--- src/hw/rtl/msfp_pkg.sv ---
// Shared types and constants for the masked sample frame packer.
// No dependencies; imported by every module of the block.
package msfp_pkg;

   localparam int MAX_CHANNELS = 16;
   localparam int MASK_BITS = 16;
   localparam int CHAN_CAP = (MAX_CHANNELS < MASK_BITS) ? MAX_CHANNELS : MASK_BITS;
   localparam int ITEM_BYTES = 8;

   localparam logic [7:0] SYNC_FIRST = 8'hAA;
   localparam logic [7:0] SYNC_SECOND = 8'h55;
   localparam logic [7:0] CHECK_INIT = 8'hFF;

   localparam logic REG_CHANNEL_COUNT = 1'b0;
   localparam logic REG_CHANNEL_MASK = 1'b1;

   typedef struct packed {
      logic [ITEM_BYTES-1:0][7:0] data;
      logic [3:0] cnt;
      logic eof;
   } frame_bytes_type;

   typedef struct packed {
      logic [3:0] channel_index;
      logic [7:0] checksum;
   } pack_state_type;

endpackage

--- src/hw/rtl/msfp_build.sv ---
// Builds a registered item's bytes: header, sample, checksum, each if due.
// Depends on msfp_pkg.
module msfp_build (
   input  logic [15:0] sample,
   input  logic [7:0] frame_seq,
   input  logic [4:0] channel_count,
   input  logic [15:0] channel_mask,
   input  msfp_pkg::pack_state_type state_cur,
   output msfp_pkg::pack_state_type state_next,
   output msfp_pkg::frame_bytes_type frame
);
   import msfp_pkg::*;

   logic [4:0] count;
   logic last;
   logic [7:0] cs;
   logic [3:0] pos;

   always_comb begin
      count = channel_count;
      if (count == 5'd0) begin
         count = 5'd1;
      end
      if (count > 5'(CHAN_CAP)) begin
         count = 5'(CHAN_CAP);
      end
      last = ({1'b0, state_cur.channel_index} + 5'd1) >= count;

      frame.data = '0;
      frame.eof = last;
      pos = 4'd0;
      cs = state_cur.checksum;

      if (state_cur.channel_index == 4'd0) begin
         cs = CHECK_INIT ^ frame_seq ^ channel_mask[7:0];
         frame.data[0] = SYNC_FIRST;
         frame.data[1] = SYNC_SECOND;
         frame.data[2] = frame_seq;
         frame.data[3] = channel_mask[7:0];
         pos = 4'd4;
         if (count > 5'd8) begin
            cs = cs ^ channel_mask[15:8];
            frame.data[4] = channel_mask[15:8];
            pos = 4'd5;
         end
      end

      if (channel_mask[state_cur.channel_index]) begin
         cs = cs ^ sample[7:0] ^ sample[15:8];
         frame.data[pos[2:0]] = sample[7:0];
         frame.data[3'(pos + 4'd1)] = sample[15:8];
         pos = pos + 4'd2;
      end

      if (last) begin
         frame.data[pos[2:0]] = cs;
         pos = pos + 4'd1;
         state_next.checksum = CHECK_INIT;
         state_next.channel_index = 4'd0;
      end else begin
         state_next.checksum = cs;
         state_next.channel_index = state_cur.channel_index + 4'd1;
      end
      frame.cnt = pos;
   end

endmodule

--- src/hw/rtl/msfp_serializer.sv ---
// Result buffer: holds one item's bytes; one out per cycle if rsp_ready.
// Depends on msfp_pkg.
module msfp_serializer (
   input  logic clock,
   input  logic reset,
   input  logic load_valid,
   output logic load_ready,
   input  msfp_pkg::frame_bytes_type frame,
   output logic rsp_valid,
   input  logic rsp_ready,
   output logic [7:0] rsp_out_byte,
   output logic rsp_last_of_item,
   output logic rsp_end_of_frame
);
   import msfp_pkg::*;

   logic [ITEM_BYTES-1:0][7:0] data_ff, data_in;
   logic [3:0] cnt_ff, cnt_in;
   logic eof_ff, eof_in;
   logic load;

   assign load_ready = (cnt_ff == 4'd0) || (cnt_ff == 4'd1 && rsp_ready);
   assign load = load_valid && load_ready;

   always_comb begin
      data_in = data_ff;
      cnt_in = cnt_ff;
      eof_in = eof_ff;
      if (load) begin
         data_in = frame.data;
         cnt_in = frame.cnt;
         eof_in = frame.eof;
      end else if (rsp_valid && rsp_ready) begin
         data_in = data_ff >> 8;
         cnt_in = cnt_ff - 4'd1;
      end
   end

   always_ff @(posedge clock) begin
      if (reset) begin
         cnt_ff <= 4'd0;
         eof_ff <= 1'b0;
      end else begin
         cnt_ff <= cnt_in;
         eof_ff <= eof_in;
      end
      data_ff <= data_in;
   end

   assign rsp_valid = cnt_ff != 4'd0;
   assign rsp_out_byte = data_ff[0];
   assign rsp_last_of_item = cnt_ff == 4'd1;
   assign rsp_end_of_frame = (cnt_ff == 4'd1) && eof_ff;

endmodule

--- src/hw/rtl/masked_sample_frame_packer.sv ---
// Top level of the masked sample frame packer: input register, frame state,
// configuration registers. Depends on msfp_pkg, msfp_build, msfp_serializer.
//
//   channel  direction  handshake             payload
//   req      in         req_valid/req_ready   req_sample, req_frame_seq
//   rsp      out        rsp_valid/rsp_ready   rsp_out_byte, rsp_last_of_item,
//                                             rsp_end_of_frame
//   csr      in         csr_write             csr_index, csr_wdata
//
// An item waits in the input register, then its bytes (0 to 7) leave the
// result buffer one per cycle while rsp_ready is high; the next item loads
// as the last byte leaves, so the one-byte output port limits throughput.
// Reset clears the frame position, checksum and both registers to defaults.
// A stalled rsp side holds the buffer; an empty input register takes an item.
module masked_sample_frame_packer (
   input  logic clock,
   input  logic reset,
   input  logic req_valid,
   output logic req_ready,
   input  logic signed [15:0] req_sample,
   input  logic [7:0] req_frame_seq,
   output logic rsp_valid,
   input  logic rsp_ready,
   output logic [7:0] rsp_out_byte,
   output logic rsp_last_of_item,
   output logic rsp_end_of_frame,
   input  logic csr_write,
   input  logic csr_index,
   input  logic [15:0] csr_wdata
);
   import msfp_pkg::*;

   logic in_valid_ff, in_valid_in;
   logic [15:0] sample_ff, sample_in;
   logic [7:0] seq_ff, seq_in;
   logic [4:0] count_ff, count_in;
   logic [15:0] mask_ff, mask_in;
   pack_state_type state_ff, state_in, state_next;
   frame_bytes_type frame;
   logic load_ready;
   logic load;

   msfp_build u_build (
      .sample(sample_ff),
      .frame_seq(seq_ff),
      .channel_count(count_ff),
      .channel_mask(mask_ff),
      .state_cur(state_ff),
      .state_next(state_next),
      .frame(frame)
   );

   msfp_serializer u_serializer (
      .clock(clock),
      .reset(reset),
      .load_valid(in_valid_ff),
      .load_ready(load_ready),
      .frame(frame),
      .rsp_valid(rsp_valid),
      .rsp_ready(rsp_ready),
      .rsp_out_byte(rsp_out_byte),
      .rsp_last_of_item(rsp_last_of_item),
      .rsp_end_of_frame(rsp_end_of_frame)
   );

   assign load = in_valid_ff && load_ready;
   assign req_ready = !in_valid_ff || load_ready;

   always_comb begin
      in_valid_in = in_valid_ff;
      sample_in = sample_ff;
      seq_in = seq_ff;
      if (load) begin
         in_valid_in = 1'b0;
      end
      if (req_valid && req_ready) begin
         in_valid_in = 1'b1;
         sample_in = req_sample;
         seq_in = req_frame_seq;
      end
      state_in = load ? state_next : state_ff;
      count_in = count_ff;
      mask_in = mask_ff;
      if (csr_write) begin
         unique case (csr_index)
            REG_CHANNEL_COUNT: count_in = csr_wdata[4:0];
            REG_CHANNEL_MASK:  mask_in = csr_wdata;
            default:           count_in = count_ff;
         endcase
      end
   end

   always_ff @(posedge clock) begin
      if (reset) begin
         in_valid_ff <= 1'b0;
         state_ff.channel_index <= 4'd0;
         state_ff.checksum <= CHECK_INIT;
         count_ff <= 5'd16;
         mask_ff <= 16'hFFFF;
      end else begin
         in_valid_ff <= in_valid_in;
         state_ff <= state_in;
         count_ff <= count_in;
         mask_ff <= mask_in;
      end
      sample_ff <= sample_in;
      seq_ff <= seq_in;
   end

endmodule

--- config.mk ---
export PLATFORM = sky130hd
export DESIGN_NAME = masked_sample_frame_packer
export DESIGN_NICKNAME = d
export VERILOG_FILES = /design/src/hw/rtl/msfp_pkg.sv /design/src/hw/rtl/msfp_build.sv /design/src/hw/rtl/msfp_serializer.sv /design/src/hw/rtl/masked_sample_frame_packer.sv
export SDC_FILE = /design/constraint.sdc
export NUM_CORES = 1
export LEC_CHECK = 0
export BUFFER_PORTS_ARGS = -buffer_cell sky130_fd_sc_hd__buf_2
export CORE_ASPECT_RATIO = 0.5
export CORE_UTILIZATION = 47
export DETAILED_ROUTE_END_ITERATION = 16
export HOLD_SLACK_MARGIN = 0.06
export PLACE_DENSITY = 0.64
export SLEW_MARGIN = 20
export SYNTH_ARGS = -nofsm -noshare
export SYNTH_HDL_FRONTEND = slang
export SYNTH_SLANG_ARGS = --single-unit
export TNS_END_PERCENT = 20
--- constraint.sdc ---
create_clock -name clock -period 7.6 [get_ports clock]
set_clock_uncertainty 0.15 [all_clocks]
set_input_delay 1.14 -clock clock [delete_from_list [all_inputs] [get_ports clock]]
set_output_delay 1.14 -clock clock [all_outputs]
set_load 0.02 [all_outputs]
# After elaboration in Yosys (flattened, before gate mapping)
# Cells that the tools add are included.
# totals
regBits	127
in_bits	46
# op_classes
n_addsub	6
magnitude_cmp	10
n_eq_ne	1
n_mux	31
bitwise_logic	6
n_reduce_logical	19
# op_table
cell	n
$mux 64	4
$bwmux 64	3
$demux 8 s3	3
$mux 8	7
$mux 40	1
$xor 8x8->8	4
$mux 4	4
$lt 3x4->1 const B	3
$mux 12	1
$mux 5	2
$ge 3x1->1 const B	3
$add 4x1->4 const B	2
$logic_and 1x1->1	8
$logic_not 4->1	2
$not 8->8	1
$add 4x1->5 const B	1
$ge 5x5->1	1
$gt 5x4->1 const B	1
$gt 5x5->1 const B	1
$logic_not 5->1	1
$lt 4x5->1 const B	1
$add 3x2->4 const B	1
$bmux 1 s4	1
$eq 4x1->1 const B	1
10 further kinds	16

# Longest topological paths before layout
# Gate-level depths: netlist of run 1.
# logic_depth
depth_word	17
depth_mapped	11
depth_no_buf	10

# Hierarchy
# Synthesis of run 1 repeated with hierarchy kept, for this count alone.
# unflattened
cells_unflattened	660
area_unflattened_um2	7279.5
# by_module_without_submodules
mod	n_inst	cells_each	area_per_inst_um2	seq_area_each_um2
msfp_serializer	1	186	3111.7	2021.9
msfp_build	1	323	2112.0	0.0
masked_sample_frame_packer	1	151	2055.7	1401.3

# Least setup slack after synthesis of run 1
# Ideal clock, no wire load.
# synth_timing
path_type	input port to flip-flop
startpoint	in rsp_ready
endpoint	reg u_serializer.cnt_ff[2]
arrival_time_ns	2.913
t_required_ns	7.379
slack_ns	4.466
cell_stages	4
cell_sequence	mux2i_1 > inv_1 > a311oi_1 > nor2_1
# synth_via
elab_chain_len	4
# synth_rtl
item	line_no	text
start, declared	masked_sample_frame_packer.sv:23	input logic rsp_ready,
$logic_and 1x1->1	msfp_serializer.sv:22	assign load_ready = (cnt_ff == 4'd0) || (cnt_ff == 4'd1 && rsp_ready);
$logic_or 1x1->1	msfp_serializer.sv:22	
$logic_and 1x1->1	msfp_serializer.sv:23	assign load = load_valid && load_ready;
$mux 4 or $reduce_bool 2->1 (tied branches)	-	
end signal, assigned	msfp_serializer.sv:44	cnt_ff <= cnt_in;
end, declared	msfp_serializer.sv:18	logic [3:0] cnt_ff, cnt_in;
# Parallel ways exist; a longest one is shown, timed or not.
# A chain may end at the register's enable or synchronous reset.

==> results of run 1 <==
worst paths after layout:
path / cells past startpoint / slack, ns / start / end
max reg2reg: 6 / 3.78 / state_ff[8] / u_serializer.data_ff[44]
min reg2reg: 2 / 0.33 / u_serializer.cnt_ff[1] / u_serializer.cnt_ff[1]
max: 6 / 3.78 / state_ff[8] / u_serializer.data_ff[44]
min: 2 / 0.33 / u_serializer.cnt_ff[1] / u_serializer.cnt_ff[1]
routing by layer:
metal	share of wire [%]	GRT usage, %	vias to the layer above
li1	-	-	2360
met5	0	0	-
met2	40	34.3	290
met3	11	5.97	24
met4	1.6	8.26	0
met1	48	41.1	2543
cell usage in the layout, fill, tap and decap left out, drive strengths merged, types with 18 or more instances in the layout:
| cell type | count |
|---|---|
| a21oi | 27 |
| and3 | 28 |
| buf | 66 |
| clkbuf | 18 |
| dfxtp | 39 |
| edfxtp | 88 |
| nand2 | 58 |
| nand3 | 22 |
| nor2 | 62 |
| o21ai | 40 |
| xnor2 | 28 |
| xor2 | 18 |
metrics by stage:
step	setup WS (ns)	power, W	util, %	hold slack (ns)
2_1_floorplan	4.47	0.00197	-	0.298
3_3_place_gp	3.80	0.00225	52.5	0.315
3_5_place_dp	3.83	0.00226	52.5	0.321
4_1_cts	3.79	0.00316	57.4	0.329
5_1_grt	3.68	0.00333	57.5	0.368
6_report	3.78	0.00318	57.5	0.328
cells in the mapped netlist (all sizes together):
cell type   n  area share [%]
a31oi       2            0.19
a21boi      1            0.12
a21o        5            0.58
ha         10             1.9
xor2       18             2.4
nand2      58             3.4
a222oi     12             1.8
a221o       8             1.2
and2        3            0.29
dfxtp      39              12
a211oi      1            0.12
clkbuf     26             1.5
a311oi      1            0.13
nand2b      5            0.48
a22o        4            0.54
or3b        1            0.17
o211ai      9             1.0
or4         8             1.1
a31o        1            0.13
xnor2      28             3.8
edfxtp     88              41
mux2i       6            0.92
nor2b       9            0.87
nor3b       4            0.46
a211o      17             2.3
nor2       62             3.6
mux4        4             1.4
nor3       14             1.3
inv        11            0.64
buf        19             2.0
or2         2            0.19
a221oi     12             1.6
a21oi      27             2.1
o21ai      40             3.1
o31ai       1            0.12
and3       28             2.7
o22ai       2            0.29
nor4        3            0.29
nand3      22             2.3
a2111o      1            0.17
tightest hold or removal path: stages, from the launching register on:
cell	delay (ns)
dfxtp_1	0.32
nand2_1	0.06
a21oi_1	0.05
flip-flops by register name, summed over array words and instances (netlist names):
name	flops
u_serializer.eof_ff	1
mask_ff	16
u_serializer.cnt_ff	4
count_ff	5
sample_ff	16
state_ff	12
in_valid_ff	1
u_serializer.rsp_out_byte	8
u_serializer.data_ff	56
seq_ff	8
area by class of cell:
cell class	instances	area [um2]
clock buffers	18	429
clock inverters	14	211
fillers	1087	5560
inverters	11	41.3
multi-input cells	429	2840
flip-flops and latches	127	3420
well taps	170	213
repair buffers	66	353
kinds of logic (layout without fill, tap and decap cells):
logic type / count (synthesis) / count (layout) / synth area share, %
mux: 10 / 10 / 2.31
fa+ha+maj: 10 / 10 / 1.93
buf+inv: 56 / 109 / 4.14
simple gates: 219 / 219 / 17.1
flops: 127 / 127 / 52.7
xor+xnor: 46 / 46 / 6.20
compound gates: 144 / 144 / 15.6
power breakdown:
group	switching, W	internal (W)	total [W]
Combinational	0.000694	0.000380	0.00107
Clock	0.000316	0.000582	0.000899
Sequential	0.000125	0.00108	0.00121
==> run metrics, run 1 <==
worst-margin pin slew around 1.0 ns; Mapped Cells 612; number of global-route vias before repair slightly below 5000; Final Cycle Share 50.2%; Fin. Hold Viols 0; I/O pins 58; number of diodes 0; cts hold-fix bufs 0; Mapped Nets 668; Die X-Extent 168 um; Worst Path Buf+Inv 0; Largest stage delay, worst path around 0.78 ns; H-tree level count 4; slowest stage cell on the critical path nor3_2; initial cell density of the core ~50%; antenna violations before repair 0; Clock transition at path regs approximately 0.060 ns; Die ar. 14300 um2; Post-CTS Resized 0; delay-heaviest family, CP simple AND/OR/NAND/NOR gates; critical path fanouts, max 15; setup_tns 0 ns; GRT Residual Overflow 0; Peak VDD IR around 0.23 mV; Clk Latency, worst-skew pair 0.42 ns; crit path cell chain mux4_2, o22ai_2, nor2_2, nor3_2, nand2_1, a21oi_1; Post-CTS Setup Inserts 0; Synth-to-Final Area Change 15.5%; sequential fraction of the synthesis area 52.7%; PD cells 424 nW/um2; CTS tree built; row count 29; post-DR vias/cell 6.25; Post-Syn Area 6500 um2; drt pass-1 iters 6; routed len/inst about 21 um; CP Launch Type flop; max_slew headroom between 20% and 30%; FMAX 262 MHz; Lkg Pwr 2.96 nW; initial DRC count 760; Cell Count, Final, Fillers Out 835; CTS sink count 127; Syn Area/Cell 10.6 um2; finished layout cell area 7510 um2; Crit path arrival time 3.88 ns; Vias 5217; outcome complete, no violations; yosys warns 0; FF+latch count, synth 127; chip height between 80 and 90 um; Final Net Count 708; Port Buffer Count 57; Netlist cell types 49; Worst Hold Class flop to flop; first-pass GRT wire length 27800 um; ratio of cells with drive above 1 in the final layout 18.2%; DRT antenna net count 0; total CTS buffers 17; detailed placement HPWL 11800 um; clock root buffer clkbuf_16; GRT Total Usage 26.0%; total wire length 17900 um; Setup crit end kind flop; CP Data Required Time 7.66 ns; crit path kind flop to flop; DRC Markers 0; Placed Instances 803; Final min period 3.82 ns; RSZ-0062 raised after global routing false; Pins Over Slew Limit 0; Post-Place Cell Area approximately 7000 um2; core outline area 13100 um2; Finish-stage setup viols 0; largest net degree at the start of global routing 81; gpl congestion 0.888; # Max-Cap Violations 0; Clock Tree Buf Depth 2
No activity file was read; power rests on OpenSTA's default activity.
==> run 2, diff against run 1 <==
Settings changed: ABC_AREA set to 1.
Clock period 7.6 ns to 3.7 ns, I/O delays scaled along.
==> run metrics, run 2 <==
outcome complete, no violations; initial cell density of the core 48.6% (-1.2 points); CTS sink count 127 (unchanged); largest register by flop count u_serializer.data_ff; Clock transition at path regs 0.06 ns (about the same); Top Registers u_serializer.data_ff x56, mask_ff x16, sample_ff x16; number of global-route vias before repair 4982 (+3.2%); H-tree level count 4 (unchanged); sequential fraction of the synthesis area 51.4% (-1.3 points); gpl congestion 0.884 (-0.46%); chip height 86.1 um (+1.2%); Final min period 3.11 ns (-0.703 ns); Setup crit end kind flop; Pins Over Slew Limit 0 (unchanged); detailed placement HPWL 12600 um (+7.1%); most frequent cells in the layout nand2_1 (197), edfxtp_1 (88), nor2_1 (74); max_slew headroom 45.2% (+15 points); initial DRC count 624 (-18%); setup_tns 0 ns (unchanged); PD cells 975 nW/um2 (+130%); Fin Hold WS 0.150 ns (-0.178 ns); Worst Path Buf+Inv 3 (+3); largest net degree at the start of global routing 67 (-17%); GRT Total Usage 26.2% (+0.28 points); Synth-to-Final Area Change 15.3%; core outline area 13700 um2 (+4.9%); Synth top cells by count nand2_1 (197), edfxtp_1 (88), nor2_1 (74), nand3_1 (71), inv_1 (53); Mapped Cells 762 (+25%); Post-Synth XOR/XNOR Area 2.50% (-3.7 points); number of diodes 0 (unchanged); RSZ-0062 raised after global routing false; simple-gate share of the synthesized area 25.7% (+8.6 points); critical path fanouts, max 13 (-2); yosys warns 0 (unchanged); crit path kind flop to flop; Die X-Extent 170 um (+1.2%); most common cell in the netlist nand2_1; CP Launch Type flop; ratio of cells with drive above 1 in the final layout 17.0% (-1.2 points); Final Net Count 867 (+22%); top_reg_cell synth edfxtp_1; Port Buffer Count 57 (unchanged); post-synth top area share 39.7% (-0.97 points); Worst Hold Class input pin to flop; total wire length 18100 um (+1.3%); Fin. Hold Viols 0 (unchanged); delay-heaviest family, CP simple AND/OR/NAND/NOR gates; Post-Syn Area 6660 um2 (+2.4%); crit path cell chain ha_1, xor2_1, ha_1, nand2_1, inv_1, o21ai_0, nand4_1, inv_1, nor2_1, nand2_2, inv_2, a21oi_1, nor2_1; clock root buffer clkbuf_16; Mapped Nets 818 (+22%); largest family of logic cells by synthesized area simple AND/OR/NAND/NOR gates; Crit path arrival time 3.14 ns (-0.74 ns); Post-synth EDFFs 88 (unchanged); # Max-Cap Violations 0 (unchanged); Die ar. 14700 um2 (+2.4%); CTS tree built; Lkg Pwr 3.25 nW (+9.6%); drt pass-1 iters 5 (-1); worst-margin pin slew 0.819 ns (-0.230 ns); cell accounting for the most synthesized area edfxtp_1; largest cells by area after synthesis edfxtp_1 (40%), dfxtp_1 (12%), nand2_1 (11%), nand3_1 (5.3%), nor2_1 (4.2%); Largest register FFs 56 (unchanged); first-pass GRT wire length 28100 um (+1.0%); Finish-stage setup viols 0 (unchanged); FF+latch count, synth 127 (unchanged); asr flop ratio synth 0% (unchanged); Netlist cell types 39 (-20%); post-DR vias/cell 5.40 (-14%); Clock Tree Buf Depth 2 (unchanged); Final Cycle Share 84.1% (+34 points); DRT antenna net count 0 (unchanged); routed len/inst 17.8 um (-17%); Vias 5485 (+5.1%); Post-CTS Resized 0 (unchanged); post-synthesis compound-gate area fraction 11.2% (-4.4 points); post-synthesis mux area share 0.150% (-2.2 points); FMAX 321 MHz (+23%); row count 30 (+3.4%); I/O pins 58 (unchanged); CP Data Required Time 3.72 ns (-3.94 ns); total CTS buffers 17 (unchanged); Peak VDD IR 0.396 mV (+69%); Largest stage delay, worst path 0.58 ns (-0.20 ns); fill cell count 1257 (+16%); Syn Area/Cell 8.73 um2 (-18%); DRC Markers 0 (unchanged); adder-cell share of the synthesized area 1.88% (-0.046 points); cts hold-fix bufs 0 (unchanged); slowest stage cell on the critical path dfxtp_1; GRT Residual Overflow 0 (unchanged); Clk Latency, worst-skew pair 0.43 ns (about the same); antenna violations before repair 0 (unchanged); most common cell after layout, fill and taps aside nand2_1; Post-CTS Setup Inserts 0 (unchanged)
run 2: cell families after synthesis:
| kind of cell | after synthesis |
|---|---|
| flops | 127 |
| xor+xnor | 19 |
| simple gates | 384 |
| compound gates | 117 |
| fa+ha+maj | 10 |
| mux | 1 |
| buf+inv | 104 |
run 2: report_power, final:
group / internal, W / switching [W]
combinational: 0.000959 / 0.00221
clock: 0.00114 / 0.000656
sequential: 0.00228 / 0.000230
total: 0.00438 / 0.00310
run 2: worst register-to-register path, stage by stage (launching register included):
cell and delay [ns]:
dfxtp_1 0.58, ha_1 0.26, xor2_1 0.21, ha_1 0.29, nand2_1 0.08, inv_1 0.03, o21ai_0 0.15, nand4_1 0.30
inv_1 0.23, nor2_1 0.12, nand2_2 0.17, inv_2 0.09, a21oi_1 0.15, nor2_1 0.06
run 2: stage by stage:
| step | instances | total power, W | instance area, um2 | util (%) | worst slack (ns) |
|---|---|---|---|---|---|
| 5_1_grt | 1016 | 0.00794 | 7670 | 56.0 | 0.308 |
| 3_5_place_dp | 984 | 0.00563 | 7040 | 51.4 | 0.632 |
| 2_1_floorplan | 762 | 0.00489 | 6660 | - | 0.129 |
| 4_1_cts | 1016 | 0.00745 | 7670 | 56.0 | 0.627 |
| 3_3_place_gp | 984 | 0.00561 | 7040 | 51.4 | 0.680 |
| 6_report | 1016 | 0.00748 | 7670 | 56.0 | 0.587 |
run 2: routing by layer:
metal  GRT usage, %  part of all wire, %  routed length (um)
met4           5.81                 0.60                 109
met5              0                    0                   0
met1           42.2                   52                9380
met2           33.9                   39                7000
met3           6.97                  8.8                1600
run 2: layout make-up:
class	instances	area [um2]	share of cell area, %
multi-input combinational	531	2770	36.1
inverter	69	264	3.44
timing repair buffer	65	345	4.50
sequential	127	3420	44.6
tap	192	240	3.13
clock inverter	14	190	2.48
clock buffer	18	439	5.72
run 2: path summary, 6_finish.rpt:
check	start	end	slack [ns]	depth (start not counted)
max	state_ff[8]	u_serializer.data_ff[40]	0.59	13
min	req_frame_seq[0]	seq_ff[0]	0.15	1
max reg2reg	state_ff[8]	u_serializer.data_ff[40]	0.59	13
min reg2reg	count_ff[0]	count_ff[0]	0.32	2
==> run 3, diff against run 2 <==
Clock period 3.7 ns to 3.2 ns, I/O delays scaled along.
==> run metrics, run 3 (synthesis results as in run 2) <==
outcome complete, no violations; routed len/inst 17.9 um (+0.54%); most frequent cells in the layout nand2_1 (197), edfxtp_1 (88), nor2_1 (74); # Max-Cap Violations 0 (unchanged); pre-CTS WS 0.274 ns (-0.358 ns); Final min period 2.90 ns (-0.216 ns); I/O pins 58 (unchanged); Die ar. 14700 um2 (unchanged); WL met2 6790 um (-3.0%); GRT Total Usage 26.2% (-0.078 points); total CTS buffers 17 (unchanged); Clk Latency, worst-skew pair 0.42 ns (about the same); CTS sink count 127 (unchanged); ratio of cells with drive above 1 in the final layout 16.5% (-0.47 points); Vias 5585 (+1.8%); WL met1 9220 um (-1.7%); Final Cycle Share 90.5% (+6.4 points); CP Launch Type flop; initial cell density of the core 48.6% (unchanged); CTS tree built; R2R setup slack 0.30 ns (-0.28 ns); DRT antenna net count 0 (unchanged); Setup crit end kind flop; Clock Tree Buf Depth 2 (unchanged); most common cell after layout, fill and taps aside nand2_1; Top Registers u_serializer.data_ff x56, mask_ff x16, sample_ff x16; detailed placement HPWL 12500 um (-0.95%); gpl congestion 0.905 (+2.3%); Fin. Hold Viols 0 (unchanged); number of global-route vias before repair 4980 (-0.040%); RSZ-0062 raised after global routing false; total wire length 18200 um (+0.44%); row count 30 (unchanged); antenna violations before repair 0 (unchanged); core outline area 13700 um2 (unchanged); GRT Residual Overflow 0 (unchanged); clock root buffer clkbuf_16; Die X-Extent 170 um (unchanged); setup_tns 0 ns (unchanged); max_slew headroom 40.2% (-5.0 points); met3 routed WL 1960 um (+23%); DRC Markers 0 (unchanged); Clock transition at path regs 0.06 ns (about the same); number of diodes 0 (unchanged); worst-margin pin slew 0.894 ns (+0.0751 ns); Port Buffer Count 57 (unchanged); H-tree level count 4 (unchanged); FMAX 345 MHz (+7.5%); CP Data Required Time 3.22 ns (-0.50 ns); largest register by flop count u_serializer.data_ff; final worst slack 0.303 ns (-0.284 ns); Synth-to-Final Area Change 15.0%; crit path kind flop to flop; first-pass GRT wire length 28200 um (+0.20%); chip height 86.1 um (unchanged); cts hold-fix bufs 0 (unchanged); drt pass-1 iters 5 (unchanged); Largest register FFs 56 (unchanged); Lkg Pwr 3.23 nW (-0.35%); Final Net Count 866 (-0.12%); Crit path arrival time 2.92 ns (-0.22 ns); Finish-stage setup viols 0 (unchanged); PD cells 1110 nW/um2 (+14%); post-DR vias/cell 5.50 (+1.9%); critical path fanouts, max 7 (-6); Worst Hold Class input pin to flop; top routing layer used met4; largest net degree at the start of global routing 67 (unchanged); Pins Over Slew Limit 0 (unchanged); Peak VDD IR 0.509 mV (+28%); initial DRC count 613 (-1.8%)
## run 3: power by group
part,total (W),internal (W),switching (W)
logic,0.00369,0.00114,0.00254
registers,0.00289,0.00263,0.000257
clock network,0.00193,0.00121,0.000717
## run 3: worst paths after layout
check	start	endpoint	cells after the start
hold / removal	req_frame_seq[7]	seq_ff[7]	1
setup reg to reg	state_ff[9]	u_serializer.data_ff[40]	13
setup / recovery	state_ff[9]	u_serializer.data_ff[40]	13
hold reg to reg	count_ff[0]	count_ff[0]	2
## run 3: worst max-delay path, cell delays in order (launching register included)
cell,delay [ns]
dfxtp_1,0.45
ha_1,0.23
xor2_1,0.21
ha_1,0.29
nand2_1,0.08
inv_1,0.04
o21ai_0,0.13
nand4_1,0.28
inv_1,0.24
nor2_1,0.13
nand2_2,0.17
inv_2,0.09
a21oi_1,0.13
nor2_1,0.05
## run 3: routing by layer
| layer | global-route usage (%) | up-vias |
|---|---|---|
| li1 | - | 2685 |
| met3 | 6.32 | 14 |
| met5 | 0 | - |
| met1 | 41.8 | 2589 |
| met2 | 34.1 | 297 |
| met4 | 6.63 | 0 |
## run 3: final cells by class
type	count	area [um2]
clock buffers	20	437
flip-flops and latches	127	3420
repair buffers	64	375
inverters	69	264
fillers	1268	6040
clock inverters	12	144
multi-input cells	531	2770
well taps	192	240
## run 3: what timing repair did
action | 4_1_cts | 5_1_grt
buffers inserted | 0 | 0
endpoints found under the setup margin | 0 | 1
gates resized for setup | 0 | 1
## run 3: per-stage QoR
stage | util [%] | total power (W) | cells | hold slack, ns | instance area, um2
floorplan | - | 0.00565 | 762 | 0.285 | 6670
global placement | 51.6 | 0.00648 | 983 | 0.299 | 7070
detailed placement | 51.6 | 0.00652 | 983 | 0.310 | 7070
CTS | 55.9 | 0.00848 | 1015 | 0.0704 | 7650
global route | 55.9 | 0.00906 | 1015 | 0.0721 | 7660
finish | 55.9 | 0.00851 | 1015 | 0.0854 | 7660
